==> src/sv/dlh_pkg.sv <==
`timescale 1ns / 1ps
`default_nettype none

package dlh_pkg;

  localparam int unsigned BKT_W = 5;

  // result codes
  localparam logic [2:0] OUT_NOT_DNS   = 3'd0;
  localparam logic [2:0] OUT_STORED    = 3'd1;
  localparam logic [2:0] OUT_DROPPED   = 3'd2;
  localparam logic [2:0] OUT_COUNTED   = 3'd3;
  localparam logic [2:0] OUT_OVER      = 3'd4;
  localparam logic [2:0] OUT_UNMATCHED = 3'd5;
  localparam logic [2:0] OUT_READ      = 3'd6;

  // register indexes
  localparam logic CFG_MAX_RTT      = 1'b0;
  localparam logic CFG_SERVICE_PORT = 1'b1;

  localparam logic [63:0] MAX_RTT_RESET      = 64'd500000000;
  localparam logic [15:0] SERVICE_PORT_RESET = 16'd53;

  localparam logic [15:0] ETH_IPV4  = 16'h0800;
  localparam logic [15:0] ETH_IPV6  = 16'h86DD;
  localparam logic [7:0]  PROTO_UDP = 8'd17;

  typedef struct packed {
    logic        operation;
    logic [7:0]  frame_byte;
    logic        frame_end;
    logic [63:0] arrival_time_ns;
    logic [4:0]  read_index;
  } in_word_t;

  typedef struct packed {
    logic [2:0]  outcome;
    logic [4:0]  bucket;
    logic [63:0] bucket_count;
    logic        over_ipv6;
  } out_word_t;

  typedef struct packed {
    logic        valid;
    logic        is_ipv6;
    logic [15:0] id;
    logic [63:0] addr_hi;
    logic [63:0] addr_lo;
    logic [63:0] time_ns;
  } entry_t;

  typedef struct packed {
    logic       parse_en;
    logic       latch_job;
    logic       clr_step;
    logic       scan_start;
    logic       scan_chk;
    logic       decide;
    logic       log_init;
    logic       log_step;
    logic       hist_rd_log;
    logic       hist_inc;
    logic       read_latch;
    logic       out_ld;
    logic [2:0] out_code;
  } dlh_cmd_t;

  typedef struct packed {
    logic op;
    logic last;
    logic dns_ok;
    logic job_resp;
    logic cnt_last;
    logic hit;
    logic free;
    logic in_limit;
    logic log_done;
  } dlh_status_t;

endpackage

`default_nettype wire

==> src/sv/dlh_ctrl.sv <==
`timescale 1ns / 1ps
`default_nettype none

module dlh_ctrl (
  input  wire logic                 clk_i,
  input  wire logic                 rst_ni,
  input  wire logic                 in_valid_i,
  output logic                      in_stall_o,
  output logic                      out_valid_o,
  input  wire logic                 out_stall_i,
  input  wire dlh_pkg::dlh_status_t status_i,
  output dlh_pkg::dlh_cmd_t         cmd_o
);
  import dlh_pkg::*;

  localparam logic [3:0] S_CLEAR = 4'd0;
  localparam logic [3:0] S_IDLE  = 4'd1;
  localparam logic [3:0] S_ND    = 4'd2;
  localparam logic [3:0] S_SRD   = 4'd3;
  localparam logic [3:0] S_SCK   = 4'd4;
  localparam logic [3:0] S_DEC   = 4'd5;
  localparam logic [3:0] S_CMP   = 4'd6;
  localparam logic [3:0] S_LOG   = 4'd7;
  localparam logic [3:0] S_HRD   = 4'd8;
  localparam logic [3:0] S_HWT   = 4'd9;
  localparam logic [3:0] S_RRD   = 4'd10;
  localparam logic [3:0] S_RWT   = 4'd11;

  logic [3:0] state_q, state_d;
  logic       out_valid_q, out_valid_d;
  logic       in_acc;

  assign in_stall_o  = (state_q != S_IDLE) || out_valid_q;
  assign in_acc      = in_valid_i && !in_stall_o;
  assign out_valid_o = out_valid_q;

  always_comb begin
    state_d = state_q;
    cmd_o   = '0;
    unique case (state_q)
      S_CLEAR: begin
        cmd_o.clr_step = 1'b1;
        if (status_i.cnt_last) state_d = S_IDLE;
      end
      S_IDLE: begin
        if (in_acc) begin
          if (status_i.op) begin
            cmd_o.read_latch = 1'b1;
            state_d = S_RRD;
          end else begin
            cmd_o.parse_en = 1'b1;
            if (status_i.last) begin
              cmd_o.latch_job = 1'b1;
              if (status_i.dns_ok) begin
                cmd_o.scan_start = 1'b1;
                state_d = S_SRD;
              end else begin
                state_d = S_ND;
              end
            end
          end
        end
      end
      S_ND: begin
        cmd_o.out_ld   = 1'b1;
        cmd_o.out_code = OUT_NOT_DNS;
        state_d = S_IDLE;
      end
      S_SRD: state_d = S_SCK;
      S_SCK: begin
        cmd_o.scan_chk = 1'b1;
        state_d = status_i.cnt_last ? S_DEC : S_SRD;
      end
      S_DEC: begin
        cmd_o.decide = 1'b1;
        if (!status_i.job_resp) begin
          cmd_o.out_ld   = 1'b1;
          cmd_o.out_code = (status_i.hit || status_i.free) ? OUT_STORED : OUT_DROPPED;
          state_d = S_IDLE;
        end else if (!status_i.hit) begin
          cmd_o.out_ld   = 1'b1;
          cmd_o.out_code = OUT_UNMATCHED;
          state_d = S_IDLE;
        end else begin
          state_d = S_CMP;
        end
      end
      S_CMP: begin
        if (status_i.in_limit) begin
          cmd_o.log_init = 1'b1;
          state_d = S_LOG;
        end else begin
          cmd_o.out_ld   = 1'b1;
          cmd_o.out_code = OUT_OVER;
          state_d = S_IDLE;
        end
      end
      S_LOG: begin
        if (status_i.log_done) begin
          state_d = S_HRD;
        end else begin
          cmd_o.log_step = 1'b1;
        end
      end
      S_HRD: begin
        cmd_o.hist_rd_log = 1'b1;
        state_d = S_HWT;
      end
      S_HWT: begin
        cmd_o.hist_inc = 1'b1;
        cmd_o.out_ld   = 1'b1;
        cmd_o.out_code = OUT_COUNTED;
        state_d = S_IDLE;
      end
      S_RRD: state_d = S_RWT;
      S_RWT: begin
        cmd_o.out_ld   = 1'b1;
        cmd_o.out_code = OUT_READ;
        state_d = S_IDLE;
      end
      default: state_d = S_IDLE;
    endcase
  end

  always_comb begin
    out_valid_d = out_valid_q;
    if (out_valid_q && !out_stall_i) out_valid_d = 1'b0;
    if (cmd_o.out_ld) out_valid_d = 1'b1;
  end

  always_ff @(posedge clk_i or negedge rst_ni) begin
    if (!rst_ni) begin
      state_q     <= S_CLEAR;
      out_valid_q <= 1'b0;
    end else begin
      state_q     <= state_d;
      out_valid_q <= out_valid_d;
    end
  end

endmodule

`default_nettype wire

==> config.mk <==
export PLATFORM = sky130hd
export DESIGN_NAME = dlh_ctrl
export DESIGN_NICKNAME = d
export VERILOG_FILES = /design/src/sv/dlh_pkg.sv /design/src/sv/dlh_ctrl.sv
export SDC_FILE = /design/constraint.sdc
export NUM_CORES = 1
export LEC_CHECK = 0
export BUFFER_PORTS_ARGS = -buffer_cell sky130_fd_sc_hd__buf_4
export CORE_MARGIN = 2
export CORE_UTILIZATION = 39
export DETAILED_ROUTE_END_ITERATION = 10
export HOLD_SLACK_MARGIN = 0.1
export PLACE_DENSITY_LB_ADDON = 0.05
export SLEW_MARGIN = 10
export SYNTH_ARGS = -nofsm -noshare
export SYNTH_HDL_FRONTEND = slang
export SYNTH_SLANG_ARGS = --single-unit
==> constraint.sdc <==
create_clock -name clk_i -period 1.83 [get_ports clk_i]
set_clock_uncertainty 0.1 [all_clocks]
set_input_delay 0.2745 -clock clk_i [delete_from_list [all_inputs] [get_ports clk_i]]
set_output_delay 0.2745 -clock clk_i [all_outputs]
set_load 0.05 [all_outputs]
==> impl_metrics.ini <==
[drt]
avgViaCountPerCell = 5.56
drt_first_pass_iters = 4
drc = 0
wire_per_inst_um = 14.9
totalWireLength_um = 2030
initialDrtViolationCount = 8
via_count = 756
antenna_left = 0

[logic_synthesis]
yosys.area_share.simple = 0.431
synth_top_family_by_area = simple AND/OR/NAND/NOR gates
synth_area_leaders = dfrtp_1, nand2b_1, o21ai_0, nand2_1, nor2_1
ys_warn_count = 0
ys.flop_type = dfrtp_1
yosysTopAreaCellShare = 0.218
synth_seq_area_share = 0.218
synthArstFlopShare = 1.00
syn_area_um2 = 574
synthXorXnorAreaFrac = 0
synth_seq_cells = 5
synth_edf_count = 0
yosys.area.top_type = dfrtp_1
syn_inst = 76
synth-compound-area-share = 0.240
syn_nets = 89
synthAdderAreaFrac = 0
ys_types = 34
synthMuxAreaShare = 0.0196
syn_avg_cell_area_um2 = 7.56

[floorplan]
die_w_um = 42.4
fp.dieH_um = 42.4
die_area_mm2 = 0.00180
fp-row-count = 13
core_area_mm2 = 0.00133
io_pins = 30
floorplan.initialDensity = 0.431

[grt]
antenna_found_initial = 0
grt_overflow = 0
grtUsageTotal = 0.215
grt_pass1_wl_um = 3020
grt_start_max_net_pins = 18
grt_pass1_vias = 658

[clock_network]
clk_path_buf_depth = 2
path_clk_slew_ns = 0.05
clkSinkCount = 5
ctsHtreeMaxLevel = 1
clkLatencyLatePin_ns = 0.25
tritoncts = yes
root_buffer = clkbuf_4
cts_buffers = 3

[sta]
fin_hold_ws_ns = 0.147
max_slew_margin = 0.711
slew_viol_final = 0
worst_slack_ns = -0.356
layout_min_cycle_time_ns = 2.19
fin_crit_sh = 1.19
hold_violations = 0
fmax_ghz = 0.457
worst_pin_slew_ns = 0.432
rsz0062_at_grt = yes
finalSetupViolCount = 12
setup-tns-final_ns = -1.85

[place]
globalplace.congestion = 0.721
dpl.cell_count = 123
numPortBuffers = 29
dp_hpwl_um = 1190

[cells_and_area]
areaGrowthSynthToFinish_pct = 104
fin_util = 0.877
diodes = 0
final-instance-count-excl-fill = 136
drive_gt1_frac = 0.603
nNetsFinal = 135

[critical_path]
crit_chain = nand2b_4 -> or3_4 -> nor2_4 -> inv_4 -> nor3b_4 -> and3_4 -> buf_8
startpoint = state_q[1]
cp.arrival_ns = 1.81
critPathKind = reg2out
reg2reg_from = state_q[0]
cpMaxStageDelayCell = dfrtp_1
start_kind = flop
critPathRequiredTime_ns = 1.46
endpoint_kind = primary output
crit_fanout = 3
slowest_delay_ns = 0.37

[pwr]
ir_worst_vdd_v = 0.00105
p_per_area_mw_per_mm2 = 1950
total_power_w = 0.00228
p_leak_nw = 0.535

[run_status]
status = finished, violations left
violations = negative setup slack

[min_path]
min_path_type = in2reg
min_from = out_stall_i

[run]
drv_cap = 0
[final cells by class]
class	instances	area [um2]
Clock buffer	4	26.3
Sequential cell	5	125
Inverter	4	17.5
Timing Repair Buffer	48	479
Multi-Input combinational cell	60	503
Tap cell	15	18.8
Fill cell	61	164
[final timing paths]
check                      depth (start not counted)     endpoint  slack [ns]
hold / removal                                     2  out_valid_o        0.15
setup / recovery                                   7    cmd_o[11]       -0.36
min in group asynchronous                          2  out_valid_o        0.33
max in group asynchronous                          2   state_q[0]        1.19
hold reg to reg                                    1  out_valid_o        0.51
setup reg to reg                                   6   state_q[1]       -0.16
[cells in the mapped netlist (2+ instances only)]
cell,count
a21o_1,2
a21oi_1,4
and3_1,2
clkbuf_1,5
dfrtp_1,5
inv_1,3
nand2_1,6
nand2b_1,4
nand3b_1,2
nor2_1,6
nor2b_1,3
nor3_1,4
nor3b_1,3
nor4_1,2
o21ai_0,5
o31ai_1,2
[layer usage]
| layer | routed length (um) | GRT usage | share of wire |
|---|---|---|---|
| met5 | 0 | 0 | 0 |
| met3 | 70 | 0.0388 | 0.035 |
| met1 | 896 | 0.301 | 0.44 |
| met2 | 1050 | 0.338 | 0.52 |
| met4 | 14 | 0.0563 | 0.0069 |
[through the flow]
step	setup WS [ns]	area, um2
after floorplan	-0.669	656
after global placement	-0.0882	926
after detailed placement	-0.134	926
after CTS	-0.357	1100
after global routing	-0.418	1170
final	-0.356	1170
[cell usage in the layout, fill, tap and decap left out, types with 3 or more instances in the layout]
| cell type | instances |
|---|---|
| inv_1 | 3 |
| o21ai_0 | 4 |
| buf_4 | 29 |
| nor2b_1 | 3 |
| nor3_4 | 3 |
| dfrtp_1 | 5 |
| nand2_1 | 6 |
| clkbuf_4 | 3 |
| buf_8 | 5 |
| nor2_1 | 4 |
| buf_6 | 11 |
| nor3b_1 | 3 |
| a21oi_1 | 3 |
[worst max-delay path: cells and delay by family, from the launching register on]
kind	cells	cell delay, ns
flops	1	0.37
buf+inv	2	0.19
simple gates	5	1.02
[cells by family after synthesis]
| kind of cell | count (synthesis) |
|---|---|
| multiplexers | 1 |
| buffers and inverters | 11 |
| AO/OA/AOI/OAI | 20 |
| flip-flops | 5 |
| AND/OR/NAND/NOR | 39 |
[registers in the layout, indices dropped and copies added (netlist names)]
signal / flops
out_valid_o: 1
state_q: 4
[repair_timing]
item,CTS,global route
pin swaps,5,5
hold buffers,1,0
gates resized for setup,21,12
setup buffers,3,4
hold endpoints to repair,5,0
setup endpoints to repair,12,17
cloned,1,0
[report_power, final]
part	internal, W	switching [W]
combinational	0.000919	0.00102
clock	0.0000826	0.0000484
sequential	0.000161	0.0000418
total	0.00116	0.00111
Power figures use the tool's default switching activity.
